<file path="src/pet_pkg.sv">
// Types, codes and fixed widths shared by the pointer event tracker
package pet_pkg;
	localparam int DIM_W      = 16;
	localparam int SPAN_W     = 32;
	localparam int CODE_W     = 10;
	localparam int VAL_W      = 32;
	localparam int BTN_W      = 4;
	localparam int CFG_IDX_W  = 2;
	localparam int CFG_DATA_W = 32;

	// event types
	localparam logic [1:0] MODE_KEY = 2'd1;
	localparam logic [1:0] MODE_REL = 2'd2;
	localparam logic [1:0] MODE_ABS = 2'd3;

	// event codes
	localparam logic [CODE_W-1:0] CODE_AXIS_X     = 10'd0;
	localparam logic [CODE_W-1:0] CODE_AXIS_Y     = 10'd1;
	localparam logic [CODE_W-1:0] CODE_REL_WHEEL  = 10'd8;
	localparam logic [CODE_W-1:0] CODE_BTN_LEFT   = 10'd272;
	localparam logic [CODE_W-1:0] CODE_BTN_RIGHT  = 10'd273;
	localparam logic [CODE_W-1:0] CODE_BTN_MIDDLE = 10'd274;
	localparam logic [CODE_W-1:0] CODE_BTN_FINGER = 10'd325;
	localparam logic [CODE_W-1:0] CODE_BTN_TOUCH  = 10'd330;

	// button result codes
	localparam logic [BTN_W-1:0] BTN_NONE        = 4'd0;
	localparam logic [BTN_W-1:0] BTN_LEFT_DOWN   = 4'd1;
	localparam logic [BTN_W-1:0] BTN_LEFT_UP     = 4'd2;
	localparam logic [BTN_W-1:0] BTN_RIGHT_DOWN  = 4'd3;
	localparam logic [BTN_W-1:0] BTN_RIGHT_UP    = 4'd4;
	localparam logic [BTN_W-1:0] BTN_MIDDLE_DOWN = 4'd5;
	localparam logic [BTN_W-1:0] BTN_MIDDLE_UP   = 4'd6;
	localparam logic [BTN_W-1:0] BTN_WHEEL_DOWN  = 4'd7;
	localparam logic [BTN_W-1:0] BTN_WHEEL_UP    = 4'd8;

	// register indexes
	localparam logic [CFG_IDX_W-1:0] CFG_SCREEN_WIDTH  = 2'd0;
	localparam logic [CFG_IDX_W-1:0] CFG_SCREEN_HEIGHT = 2'd1;
	localparam logic [CFG_IDX_W-1:0] CFG_TOUCH_SPAN_X  = 2'd2;
	localparam logic [CFG_IDX_W-1:0] CFG_TOUCH_SPAN_Y  = 2'd3;

	typedef struct packed {
		logic [1:0]              mode;
		logic [CODE_W-1:0]       event_code;
		logic signed [VAL_W-1:0] event_value;
	} pet_in_t;

	typedef struct packed {
		logic [DIM_W-1:0] pointer_x;
		logic [DIM_W-1:0] pointer_y;
		logic             moved;
		logic [BTN_W-1:0] button_event;
	} pet_out_t;

	// controller to datapath
	typedef struct packed {
		logic take;
		logic exec;
		logic mul;
		logic fin;
		logic put;
	} pet_cmd_t;

	// datapath to controller
	typedef struct packed {
		logic scale;
		logic div_last;
	} pet_stat_t;
endpackage

</file>
<file path="src/pet_div.sv">
// Restoring divider, one quotient bit per cycle
module pet_div #(
	parameter int DIVIDEND_W = 49
) (
	input  logic                          clk,
	input  logic                          arst_n,
	input  logic                          start,
	input  logic [DIVIDEND_W-1:0]         dividend,
	input  logic [pet_pkg::SPAN_W-1:0]    divisor,
	output logic                          last,
	output logic [DIVIDEND_W-1:0]         quotient
);
	import pet_pkg::*;

	localparam int CNT_W = $clog2(DIVIDEND_W + 1);

	logic [CNT_W-1:0]      cnt_q;
	logic [SPAN_W-1:0]     rem_q;
	logic [DIVIDEND_W-1:0] quo_q;
	logic [SPAN_W:0]       trial;
	logic [SPAN_W:0]       diff;

	// dividend bits shift out of the top of quo_q, quotient bits shift in
	always_comb begin
		trial = {rem_q, quo_q[DIVIDEND_W-1]};
		diff  = trial - {1'b0, divisor};
	end

	always_ff @(posedge clk or negedge arst_n) begin
		if (!arst_n) begin
			cnt_q <= '0;
		end else if (start) begin
			cnt_q <= CNT_W'(DIVIDEND_W);
		end else if (cnt_q != '0) begin
			cnt_q <= cnt_q - CNT_W'(1);
		end
	end

	always_ff @(posedge clk) begin
		if (start) begin
			rem_q <= '0;
			quo_q <= dividend;
		end else if (cnt_q != '0) begin
			if (!diff[SPAN_W]) begin
				rem_q <= diff[SPAN_W-1:0];
			end else begin
				rem_q <= trial[SPAN_W-1:0];
			end
			quo_q <= {quo_q[DIVIDEND_W-2:0], ~diff[SPAN_W]};
		end
	end

	assign last     = (cnt_q == CNT_W'(1));
	assign quotient = quo_q;
endmodule

</file>
<file path="src/pet_dp.sv">
// Datapath: registers, pointer state, clamp, multiplier and divider
module pet_dp #(
	parameter int COORD_BITS = 16,
	parameter int ABS_BITS   = 32
) (
	input  logic                              clk,
	input  logic                              arst_n,
	input  pet_pkg::pet_in_t                  in_data,
	input  logic                              cfg_we,
	input  logic [pet_pkg::CFG_IDX_W-1:0]     cfg_index,
	input  logic [pet_pkg::CFG_DATA_W-1:0]    cfg_data,
	input  pet_pkg::pet_cmd_t                 cmd,
	output pet_pkg::pet_stat_t                stat,
	output pet_pkg::pet_out_t                 out_data
);
	import pet_pkg::*;

	localparam int CB     = COORD_BITS;
	localparam int AW     = ABS_BITS;
	localparam int MAG_W  = AW + 1;
	localparam int PROD_W = MAG_W + DIM_W;
	localparam int SUM_W  = PROD_W + 2;
	localparam int REL_W  = VAL_W + 2;
	localparam int CW     = (SUM_W > REL_W) ? SUM_W : REL_W;

	// limit is dim-1 (0 for dim 0), capped to the coordinate range
	function automatic logic [CB-1:0] clamp_coord(input logic signed [CW-1:0] v,
			input logic [DIM_W-1:0] dim);
		logic [DIM_W-1:0] lim_full;
		logic [CB-1:0]    lim;
		lim_full = (dim == '0) ? '0 : dim - DIM_W'(1);
		if ((lim_full >> CB) != '0) begin
			lim = '1;
		end else begin
			lim = lim_full[CB-1:0];
		end
		if (v < 0) begin
			clamp_coord = '0;
		end else if (v > $signed(CW'(lim))) begin
			clamp_coord = lim;
		end else begin
			clamp_coord = v[CB-1:0];
		end
	endfunction

	pet_in_t                in_q;
	logic [DIM_W-1:0]       width_q, height_q;
	logic [SPAN_W-1:0]      span_x_q, span_y_q;
	logic [CB-1:0]          pos_q [2];
	logic [CB-1:0]          org_pos_q [2];
	logic signed [AW-1:0]   last_abs_q [2];
	logic signed [AW-1:0]   org_abs_q [2];
	logic                   touching_q;
	logic                   moved_q;
	logic [BTN_W-1:0]       btn_q;
	logic                   neg_q;
	logic [MAG_W-1:0]       mag_q;
	pet_out_t               out_q;

	logic                   axis;
	logic                   is_axis;
	logic                   down;
	logic                   exec_moved;
	logic [BTN_W-1:0]       exec_btn;
	logic                   div_last;
	logic [DIM_W-1:0]       dim_sel;
	logic [SPAN_W-1:0]      span_sel;
	logic signed [AW-1:0]   abs_val;
	logic signed [MAG_W-1:0] diff;
	logic [MAG_W-1:0]       mag;
	logic signed [CW-1:0]   rel_sum;
	logic [PROD_W-1:0]      prod;
	logic [PROD_W-1:0]      quotient;
	logic signed [CW-1:0]   q_ext;
	logic signed [CW-1:0]   offset;
	logic signed [CW-1:0]   fin_sum;

	assign axis     = in_q.event_code[0];
	assign is_axis  = (in_q.event_code == CODE_AXIS_X) || (in_q.event_code == CODE_AXIS_Y);
	assign down     = (in_q.event_value != '0);
	assign dim_sel  = axis ? height_q : width_q;
	assign span_sel = axis ? span_y_q : span_x_q;
	assign abs_val  = in_q.event_value[AW-1:0];
	assign diff     = MAG_W'(abs_val) - MAG_W'(org_abs_q[axis]);
	assign mag      = diff[MAG_W-1] ? MAG_W'(-diff) : MAG_W'(diff);
	assign rel_sum  = $signed(CW'(pos_q[axis])) + CW'($signed(in_q.event_value));

	assign prod = PROD_W'(mag_q) * PROD_W'(dim_sel);

	// offset is truncated toward zero; a zero span gives no offset
	assign q_ext   = $signed(CW'(quotient));
	assign offset  = (span_sel == '0) ? '0 : (neg_q ? -q_ext : q_ext);
	assign fin_sum = offset + $signed(CW'(org_pos_q[axis]));

	assign stat.scale    = (in_q.mode == MODE_ABS) && is_axis && touching_q;
	assign stat.div_last = div_last;

	// moved flag and button code for the event being executed
	always_comb begin
		exec_moved = 1'b0;
		exec_btn   = BTN_NONE;
		case (in_q.mode)
			MODE_KEY: begin
				case (in_q.event_code)
					CODE_BTN_LEFT: begin
						exec_btn = down ? BTN_LEFT_DOWN : BTN_LEFT_UP;
					end
					CODE_BTN_RIGHT: begin
						exec_btn = down ? BTN_RIGHT_DOWN : BTN_RIGHT_UP;
					end
					CODE_BTN_MIDDLE: begin
						exec_btn = down ? BTN_MIDDLE_DOWN : BTN_MIDDLE_UP;
					end
					default: begin
					end
				endcase
			end
			MODE_REL: begin
				if (is_axis) begin
					exec_moved = 1'b1;
				end else if (in_q.event_code == CODE_REL_WHEEL) begin
					exec_btn = in_q.event_value[VAL_W-1] ? BTN_WHEEL_DOWN : BTN_WHEEL_UP;
				end
			end
			MODE_ABS: begin
				exec_moved = is_axis && touching_q;
			end
			default: begin
			end
		endcase
	end

	pet_div #(
		.DIVIDEND_W(PROD_W)
	) u_div (
		.clk      (clk),
		.arst_n   (arst_n),
		.start    (cmd.mul),
		.dividend (prod),
		.divisor  (span_sel),
		.last     (div_last),
		.quotient (quotient)
	);

	always_ff @(posedge clk or negedge arst_n) begin
		if (!arst_n) begin
			width_q       <= DIM_W'(640);
			height_q      <= DIM_W'(480);
			span_x_q      <= SPAN_W'(4095);
			span_y_q      <= SPAN_W'(4095);
			pos_q[0]      <= '0;
			pos_q[1]      <= '0;
			org_pos_q[0]  <= '0;
			org_pos_q[1]  <= '0;
			last_abs_q[0] <= '0;
			last_abs_q[1] <= '0;
			org_abs_q[0]  <= '0;
			org_abs_q[1]  <= '0;
			touching_q    <= 1'b0;
			moved_q       <= 1'b0;
			btn_q         <= BTN_NONE;
		end else begin
			if (cfg_we) begin
				case (cfg_index)
					CFG_SCREEN_WIDTH: begin
						width_q <= cfg_data[DIM_W-1:0];
					end
					CFG_SCREEN_HEIGHT: begin
						height_q <= cfg_data[DIM_W-1:0];
					end
					CFG_TOUCH_SPAN_X: begin
						span_x_q <= cfg_data[SPAN_W-1:0];
					end
					CFG_TOUCH_SPAN_Y: begin
						span_y_q <= cfg_data[SPAN_W-1:0];
					end
					default: begin
					end
				endcase
			end

			if (cmd.exec) begin
				moved_q <= exec_moved;
				btn_q   <= exec_btn;
				case (in_q.mode)
					MODE_KEY: begin
						case (in_q.event_code)
							CODE_BTN_FINGER, CODE_BTN_TOUCH: begin
								touching_q <= down;
								if (down) begin
									org_abs_q[0] <= last_abs_q[0];
									org_abs_q[1] <= last_abs_q[1];
									org_pos_q[0] <= pos_q[0];
									org_pos_q[1] <= pos_q[1];
								end
							end
							default: begin
							end
						endcase
					end
					MODE_REL: begin
						if (is_axis) begin
							pos_q[axis] <= clamp_coord(rel_sum, dim_sel);
						end
					end
					MODE_ABS: begin
						if (is_axis) begin
							last_abs_q[axis] <= abs_val;
						end
					end
					default: begin
					end
				endcase
			end

			if (cmd.fin) begin
				pos_q[axis] <= clamp_coord(fin_sum, dim_sel);
			end
		end
	end

	always_ff @(posedge clk) begin
		if (cmd.take) begin
			in_q <= in_data;
		end
		if (cmd.exec) begin
			neg_q <= diff[MAG_W-1];
			mag_q <= mag;
		end
		if (cmd.put) begin
			out_q.pointer_x    <= DIM_W'(pos_q[0]);
			out_q.pointer_y    <= DIM_W'(pos_q[1]);
			out_q.moved        <= moved_q;
			out_q.button_event <= btn_q;
		end
	end

	assign out_data = out_q;
endmodule

</file>
<file path="src/pet_ctrl.sv">
// Controller: sequences decode, scaling and result handoff
module pet_ctrl (
	input  logic                  clk,
	input  logic                  arst_n,
	input  logic                  in_valid,
	output logic                  in_ready,
	output logic                  out_valid,
	input  logic                  out_ready,
	input  pet_pkg::pet_stat_t    stat,
	output pet_pkg::pet_cmd_t     cmd
);
	import pet_pkg::*;

	localparam logic [2:0] ST_IDLE = 3'd0;
	localparam logic [2:0] ST_EXEC = 3'd1;
	localparam logic [2:0] ST_MUL  = 3'd2;
	localparam logic [2:0] ST_DIV  = 3'd3;
	localparam logic [2:0] ST_FIN  = 3'd4;
	localparam logic [2:0] ST_PUT  = 3'd5;

	logic [2:0] state_q, state_d;
	logic       out_valid_q;

	assign in_ready = (state_q == ST_IDLE);

	always_comb begin
		cmd.take = in_valid && in_ready;
		cmd.exec = (state_q == ST_EXEC);
		cmd.mul  = (state_q == ST_MUL);
		cmd.fin  = (state_q == ST_FIN);
		// output register frees up when empty or drained this cycle
		cmd.put  = (state_q == ST_PUT) && (!out_valid_q || out_ready);
	end

	always_comb begin
		state_d = state_q;
		case (state_q)
			ST_IDLE: begin
				if (cmd.take) begin
					state_d = ST_EXEC;
				end
			end
			ST_EXEC: begin
				state_d = stat.scale ? ST_MUL : ST_PUT;
			end
			ST_MUL: begin
				state_d = ST_DIV;
			end
			ST_DIV: begin
				if (stat.div_last) begin
					state_d = ST_FIN;
				end
			end
			ST_FIN: begin
				state_d = ST_PUT;
			end
			ST_PUT: begin
				if (cmd.put) begin
					state_d = ST_IDLE;
				end
			end
			default: begin
				state_d = ST_IDLE;
			end
		endcase
	end

	always_ff @(posedge clk or negedge arst_n) begin
		if (!arst_n) begin
			state_q     <= ST_IDLE;
			out_valid_q <= 1'b0;
		end else begin
			state_q <= state_d;
			if (cmd.put) begin
				out_valid_q <= 1'b1;
			end else if (out_ready) begin
				out_valid_q <= 1'b0;
			end
		end
	end

	assign out_valid = out_valid_q;
endmodule

</file>
<file path="src/pointer_event_tracker.sv">
// Pointer event tracker: input events in, pointer position and button code out
//
// Usage:
//   in channel  (in_valid/in_ready, in_data): one input event per request
//     (mode, event_code, event_value). Every accepted request yields exactly
//     one result request on the out channel, in order.
//   out channel (out_valid/out_ready, out_data): pointer_x, pointer_y,
//     moved and button_event after the event.
//   cfg channel (cfg_valid/cfg_ready, cfg_index, cfg_data): register writes,
//     always ready; write only while no request is in flight.
// Timing:
//   Keys, relative moves, wheel, untouched absolute events: states EXEC then
//   PUT load the result; the next request is taken only after it is loaded.
//   Absolute X/Y while touching: states EXEC, MUL, DIV and FIN come before PUT,
//   with DIV set by the restoring divider that produces one quotient bit per
//   cycle over the (ABS_BITS+17)-bit product.
// Reset: position, touch state and origins clear to zero, registers return
//   to 640x480 screen and 4095 spans; no result is pending.
// Stall: a result held by out_ready low stays in the output register while
//   the next request is accepted and processed; that request then waits
//   for the output register before the block takes another.
module pointer_event_tracker #(
	parameter int COORD_BITS = 16,
	parameter int ABS_BITS   = 32
) (
	input  logic                              clk,
	input  logic                              arst_n,
	input  logic                              in_valid,
	output logic                              in_ready,
	input  pet_pkg::pet_in_t                  in_data,
	output logic                              out_valid,
	input  logic                              out_ready,
	output pet_pkg::pet_out_t                 out_data,
	input  logic                              cfg_valid,
	output logic                              cfg_ready,
	input  logic [pet_pkg::CFG_IDX_W-1:0]     cfg_index,
	input  logic [pet_pkg::CFG_DATA_W-1:0]    cfg_data
);
	import pet_pkg::*;

	pet_cmd_t  cmd;
	pet_stat_t stat;

	// register writes complete in the cycle they are presented
	assign cfg_ready = 1'b1;

	pet_ctrl u_ctrl (
		.clk       (clk),
		.arst_n    (arst_n),
		.in_valid  (in_valid),
		.in_ready  (in_ready),
		.out_valid (out_valid),
		.out_ready (out_ready),
		.stat      (stat),
		.cmd       (cmd)
	);

	pet_dp #(
		.COORD_BITS (COORD_BITS),
		.ABS_BITS   (ABS_BITS)
	) u_dp (
		.clk       (clk),
		.arst_n    (arst_n),
		.in_data   (in_data),
		.cfg_we    (cfg_valid && cfg_ready),
		.cfg_index (cfg_index),
		.cfg_data  (cfg_data),
		.cmd       (cmd),
		.stat      (stat),
		.out_data  (out_data)
	);
endmodule

</file>
<file path="config.mk">
export PLATFORM = sky130hd
export DESIGN_NAME = pointer_event_tracker
export DESIGN_NICKNAME = d
export VERILOG_FILES = /design/src/pet_pkg.sv /design/src/pet_div.sv /design/src/pet_dp.sv /design/src/pet_ctrl.sv /design/src/pointer_event_tracker.sv
export SDC_FILE = /design/constraint.sdc
export NUM_CORES = 2
export LEC_CHECK = 0
export BUFFER_PORTS_ARGS = -buffer_cell sky130_fd_sc_hd__buf_4
export CAP_MARGIN = 20
export CORE_UTILIZATION = 55
export CTS_BUF_LIST = sky130_fd_sc_hd__clkbuf_2
export CTS_CLUSTER_DIAMETER = 40
export CTS_CLUSTER_SIZE = 30
export DETAILED_ROUTE_END_ITERATION = 12
export MAX_ROUTING_LAYER = met4
export PLACE_DENSITY = 0.72
export REMOVE_ABC_BUFFERS = 1
export SYNTH_ARGS = -nofsm -noshare
export SYNTH_HDL_FRONTEND = slang
export SYNTH_SLANG_ARGS = --single-unit
</file>
<file path="constraint.sdc">
create_clock -name clk -period 17.5 [get_ports clk]
set_clock_uncertainty 0.05 [all_clocks]
set_input_delay 1.75 -clock clk [delete_from_list [all_inputs] [get_ports clk]]
set_output_delay 1.75 -clock clk [all_outputs]
set_load 0.01 [all_outputs]
</file>
# After elaboration in Yosys (flattened, before gate mapping)
# Index checks and enable logic that the tools add are counted.
# totals
input_bits,83
word_cells,156
register_bits,500
out_inout_bits,40
# classes
eq_ne,22
n_bitwise,2
order_cmp,6
n_reduce_logical,27
addsub,8
multipliers,1
n_mux,60
# ops
cell,n
32-bit 2-to-1 mux,11
16-bit 2-to-1 mux,21
51-bit by 17-bit > comparator with 1-bit output,2
"51-bit by 1-bit < comparator with 1-bit output, second input constant",2
51-bit 2-to-1 mux,2
49-bit 2-to-1 mux,2
32-bit bitwise mux,2
64-bit bitwise mux,1
51-bit by 17-bit adder with 51-bit output,1
49-bit negation with 51-bit output,1
"10-bit by 9-bit equality test with 1-bit output, second input constant",5
33-bit by 16-bit multiplier with 49-bit output,1
17-bit by 32-bit adder with 33-bit output,1
33-bit negation,1
32-bit by 32-bit subtractor with 33-bit output,1
33-bit by 32-bit subtractor with 33-bit output,1
32-bit demux with 1-bit select,1
32-bit logical NOT,1
32-bit nonzero test,1
3-bit one-hot mux with 6 select lines,1
16-bit demux with 1-bit select,1
16-bit logical NOT,1
"16-bit by 1-bit subtractor with 16-bit output, second input constant",1
3-bit 2-to-1 mux,5
34 further kinds,59

# Longest topological paths before layout
# depth
depth_word,18
depth_mapped,34
depth_no_buf,28

# Cells and area by module
# A second synthesis with hierarchy kept.
# unflattened
cells_unflattened,4866
hier_area_um2,47366.7
# modules_own_cells
mod,cells_per_inst,seq_area_each_um2,n_inst,area_per_inst_um2
pet_dp,4243,10847.9,1,41383.4
pet_div,592,2262.2,1,5691.7
pet_ctrl,29,100.1,1,280.3
pointer_event_tracker,2,0.0,1,11.3

# Worst setup path after synthesis
# OpenSTA, ideal clock, no wires.
# synth_timing
path_type,register to register
from,register u_dp.in_q (netlist bit u_dp.axis)
to,"register u_dp.u_div.quo_q[47], in the netlist u_dp.u_div.quotient[47] (data pin)"
arrival_ps,8038
period_less_slack_ps,8356
path_buffers,4
t_required_ps,17181
slack_ps,9144
stages_incl_launch_ff,31
setup_ps,269
cell_sequence,edfxtp_1 -> clkbuf_1 -> clkbuf_1 -> mux2_2 -> clkbuf_1 -> clkbuf_1 -> and2_1 -> fa_1 -> inv_1 -> fa_1 -> fa_1 -> inv_1 -> fa_1 -> fa_1 -> inv_1 -> fa_1 -> inv_1 -> ha_1 -> o21a_1 -> and4_1 -> a221o_1 -> a41o_1 -> a21oi_1 -> a31oi_1 -> a21oi_1 -> o21bai_1 -> o21ai_0 -> o31ai_1 -> a221oi_1 -> xor2_1 -> o21ai_0
# synth_via
elab_chain_len,3
# synth_rtl
item,line_no,rtl
start: declaration,pet_dp.sv:46,pet_in_t in_q;
start signal: assignment,pet_dp.sv:224,in_q <= in_data;
16-bit 2-to-1 mux,pet_dp.sv:81,assign dim_sel = axis ? height_q : width_q;
33-bit by 16-bit multiplier with 49-bit output,pet_dp.sv:88,assign prod = PROD_W'(mag_q) * PROD_W'(dim_sel);
49-bit 2-to-1 mux,pet_div.sv:40,if (start) begin
end signal: assignment,pet_div.sv:42,quo_q <= dividend;
end signal: assignment,pet_div.sv:49,"quo_q <= {quo_q[DIVIDEND_W-2:0], ~diff[SPAN_W]};"
end: declaration,pet_div.sv:19,logic [DIVIDEND_W-1:0] quo_q;
# No other way between the ends.
# A chain may end at the register's enable or synchronous reset.

# Worst setup path in the final report
# Ends and elaborated chain as after synthesis.

==> impl_metrics.py <==
metrics = {
    "status": {
        "outcome": "completed",
    },
    "timing": {
        "slew_headroom_pct": 26.3,
        "hold_violations": 0,
        "period_share_pct": 53.4,
        "rsz0062_at_grt": "false",
        "setup_violations": 0,
        "tightest_slew_ns": 1.11,
        "finalMaxSlewViolations": 0,
        "finalSetupTns_ns": 0,
        "fin_crit_ns": 9.34,
        "whs_ns": 0.349,
        "clock.fmax_mhz": 107,
    },
    "synth": {
        "synth-async-reset-ratio_pct": 60.8,
        "syn_avg_cell_area_um2": 9.73,
        "synth-edff-count": 164,
        "ys_ff_latch": 500,
        "synthFlopType": "dfrtp_1",
        "netlist_instances": 4738,
        "syn-cell-area_um2": 46100,
        "yosysSeqAreaShare_pct": 28.6,
        "synth_cell_type_count": 90,
        "yosys_warnings": 0,
    },
    "clocking": {
        "clock_path_buffers": 3,
        "post-cts-setup-buffers": 0,
        "holdBufCountCts": 0,
        "cts_sinks": 500,
        "h-tree-depth": 3,
        "path_clk_slew_ns": 0.26,
        "cts_tree": "done",
        "cts_buffers": 68,
        "cts_root_buffer": "clkbuf_2",
        "insertion_delay_ns": 1.20,
        "cts_resized": 0,
    },
    "cells_and_area": {
        "area_growth_pct": 6.22,
        "fin_nets": 5543,
        "layout-drive-gt1-share_pct": 14.2,
        "fill_cells": 7148,
    },
    "setup_path": {
        "endpoint_kind": "flop",
        "max_stage_delay_ns": 0.91,
        "critPathLaunchType": "flop",
        "cp.required_ns": 18.36,
        "reg2reg_from": "u_dp.axis",
        "rr_worst_depth": 28,
        "cp_max_fo": 38,
        "critPathMostFrequentCell": "fa_1",
        "path_class": "reg2reg",
        "r2r-end": "u_dp.u_div.quotient[47]",
        "cp_data_arrival_time_ns": 10.21,
        "slowest_stage": "mux2_2",
        "r2r_slack_ns": 8.16,
    },
    "detailed_routing": {
        "viasPerCell": 5.96,
        "m1WireLength_mm": 52.6,
        "drtIter0Drc": 2815,
        "drcViolationCount": 0,
        "drtAntennaViolNets": 0,
        "drt_first_pass_iters": 6,
        "finalWirelength_mm": 118,
        "avgRoutedWirePerCell_um": 20.1,
        "wl_met3_mm": 7.57,
        "top_layer_used": "met4",
        "via_count": 35107,
        "wl_met2_mm": 55.2,
    },
    "floorplanning": {
        "io_pins": 123,
        "core_um2": 82500,
        "start_util_pct": 55.9,
        "dieHeight_um": 292,
        "rows": 105,
        "die_w_um": 292,
        "fp.dieArea_um2": 85000,
    },
    "run": {
        "drv_cap": 0,
    },
    "place": {
        "io_buffers": 121,
        "dp_hpwl_mm": 86.8,
        "gp_congestion": 0.946,
    },
    "global_routing": {
        "grt_pass1_vias": 34973,
        "grt_pass1_wl_mm": 192,
        "grt_max_degree": 178,
        "gr-total-overflow": 0,
        "grtUsageTotal_pct": 29.2,
        "antenna_found_initial": 4,
    },
    "worst_hold_path": {
        "timing.hold.worst_path_depth": 0,
        "min_to": "u_dp.out_data[5]",
        "hold_class": "reg2reg",
        "worstHoldStart": "u_dp.pos_q[0]",
    },
}
-- cell usage after synthesis, drive strengths merged, types with 21 or more instances --
master	instances	area (um^2)
buf	50	213
nor2	181	679
nor3	78	390
edfxtp	164	4920
dfrtp	274	6860
mux2	314	3540
or3	34	213
and3	24	150
a22oi	24	180
xor2	95	832
o21a	26	195
o21ai	201	1010
inv	602	2260
ha	258	3230
clkbuf	159	598
nand4	36	231
xnor2	122	1070
a211oi	24	180
dfstp	30	788
a31oi	21	131
nand3	58	290
mux2i	97	971
dfxtp	32	641
a21o	58	435
o31ai	41	308
nand2	555	2090
fa	436	8730
nand2b	38	238
nor4	54	365
a21oi	194	975
and2	180	1130
o21bai	24	180
-- metal layers --
layer,global-route usage (%),up-vias
met5,-,-
met4,7.98,0
met3,3.37,220
met2,45.7,1214
met1,40.5,17583
li1,-,16090
-- state kept, by name, indices dropped and copies added, names as in the netlist, 3 cells and up --
name and count:
u_dp.in_q 11, u_dp.u_div.rem_q 32, u_dp.pos_q 32, u_dp.height_q 16, u_dp.out_data 37, u_dp.u_div.quotient 49
u_dp.span_x_q 32, u_dp.abs_val 32, u_dp.btn_q 4, u_ctrl.state_q 3, u_dp.org_abs_q 64, u_dp.org_pos_q 32
u_dp.width_q 16, u_dp.mag_q 33, u_dp.u_div.cnt_q 6, u_dp.last_abs_q 64, u_dp.span_y_q 32
-- worst max-delay path by stage --
stage | endpoint | from | cells past startpoint
2_1_floorplan | u_dp.pos_q[11] | u_dp.axis | 26
3_3_place_gp | u_dp.u_div.quotient[47] | u_dp.axis | 28
3_5_place_dp | u_dp.u_div.quotient[47] | u_dp.axis | 28
4_1_cts | u_dp.u_div.quotient[47] | u_dp.axis | 28
5_1_grt | u_dp.u_div.quotient[47] | u_dp.axis | 28
6_report | u_dp.u_div.quotient[47] | u_dp.axis | 28
-- final cells by class --
cell class,instances,area [um^2],share of cell area (%)
Clock inverter,55,633,1.29
Clock buffer,71,355,0.725
Sequential cell,500,13200,27.0
Multi-Input combinational cell,3426,29900,61.0
Timing Repair Buffer,167,1290,2.64
Antenna cell,3,7.51,0.0153
Tap cell,1070,1340,2.73
Inverter,603,2260,4.62
-- cells by family (layout without fill, tap and decap cells) --
group | count (synthesis) | in the layout | synth area share, %
multiplexers | 411 | 411 | 9.77
buffers and inverters | 812 | 896 | 6.67
other | 1 | 4 | 0.00813
flip-flops | 500 | 500 | 28.6
AO/OA/AOI/OAI | 756 | 756 | 10.5
XOR/XNOR | 217 | 217 | 4.12
AND/OR/NAND/NOR | 1347 | 1347 | 14.3
adder cells (fa/ha/maj) | 694 | 694 | 25.9
-- critical path, delay by kind of cell, from the launching register on --
| kind | cells | cell delay [ns] |
|---|---|---|
| AOI/OAI and AO/OA | 11 | 2.90 |
| xor gates and xnor gates | 1 | 0.17 |
| adders and majority gates | 7 | 3.49 |
| buffers and inverters | 6 | 0.70 |
| DFF | 1 | 0.38 |
| muxes | 1 | 0.91 |
| and+or+nand+nor | 2 | 0.45 |
-- per-stage QoR --
| step | utilization (%) | cells | worst slack (ns) | instance area (um^2) |
|---|---|---|---|---|
| 4_1_cts | 59.3 | 5890 | 8.21 | 48900 |
| 2_1_floorplan | - | 4529 | 6.37 | 45300 |
| 3_3_place_gp | 58.1 | 5763 | 8.36 | 47900 |
| 6_report | 59.4 | 5895 | 8.16 | 49000 |
| 3_5_place_dp | 58.1 | 5764 | 8.18 | 47900 |
| 5_1_grt | 59.4 | 5895 | 7.61 | 49000 |
-- cell usage in the layout (no fill, tap or decap), types with 57 or more instances in the layout --
cell type / instances
nor2_1: 181
o21ai_0: 198
buf_4: 162
xnor2_1: 122
nor3_1: 78
nand2_1: 552
fa_1: 436
nand3_1: 57
mux2i_1: 97
ha_1: 258
edfxtp_1: 164
inv_1: 602
dfrtp_1: 274
and2_1: 178
a21o_1: 58
xor2_1: 94
a21oi_1: 193
clkbuf_2: 71
mux2_2: 314
Power is not shown: default switching activity piles up to over one toggle a cycle in this logic, so the estimate is an artifact.
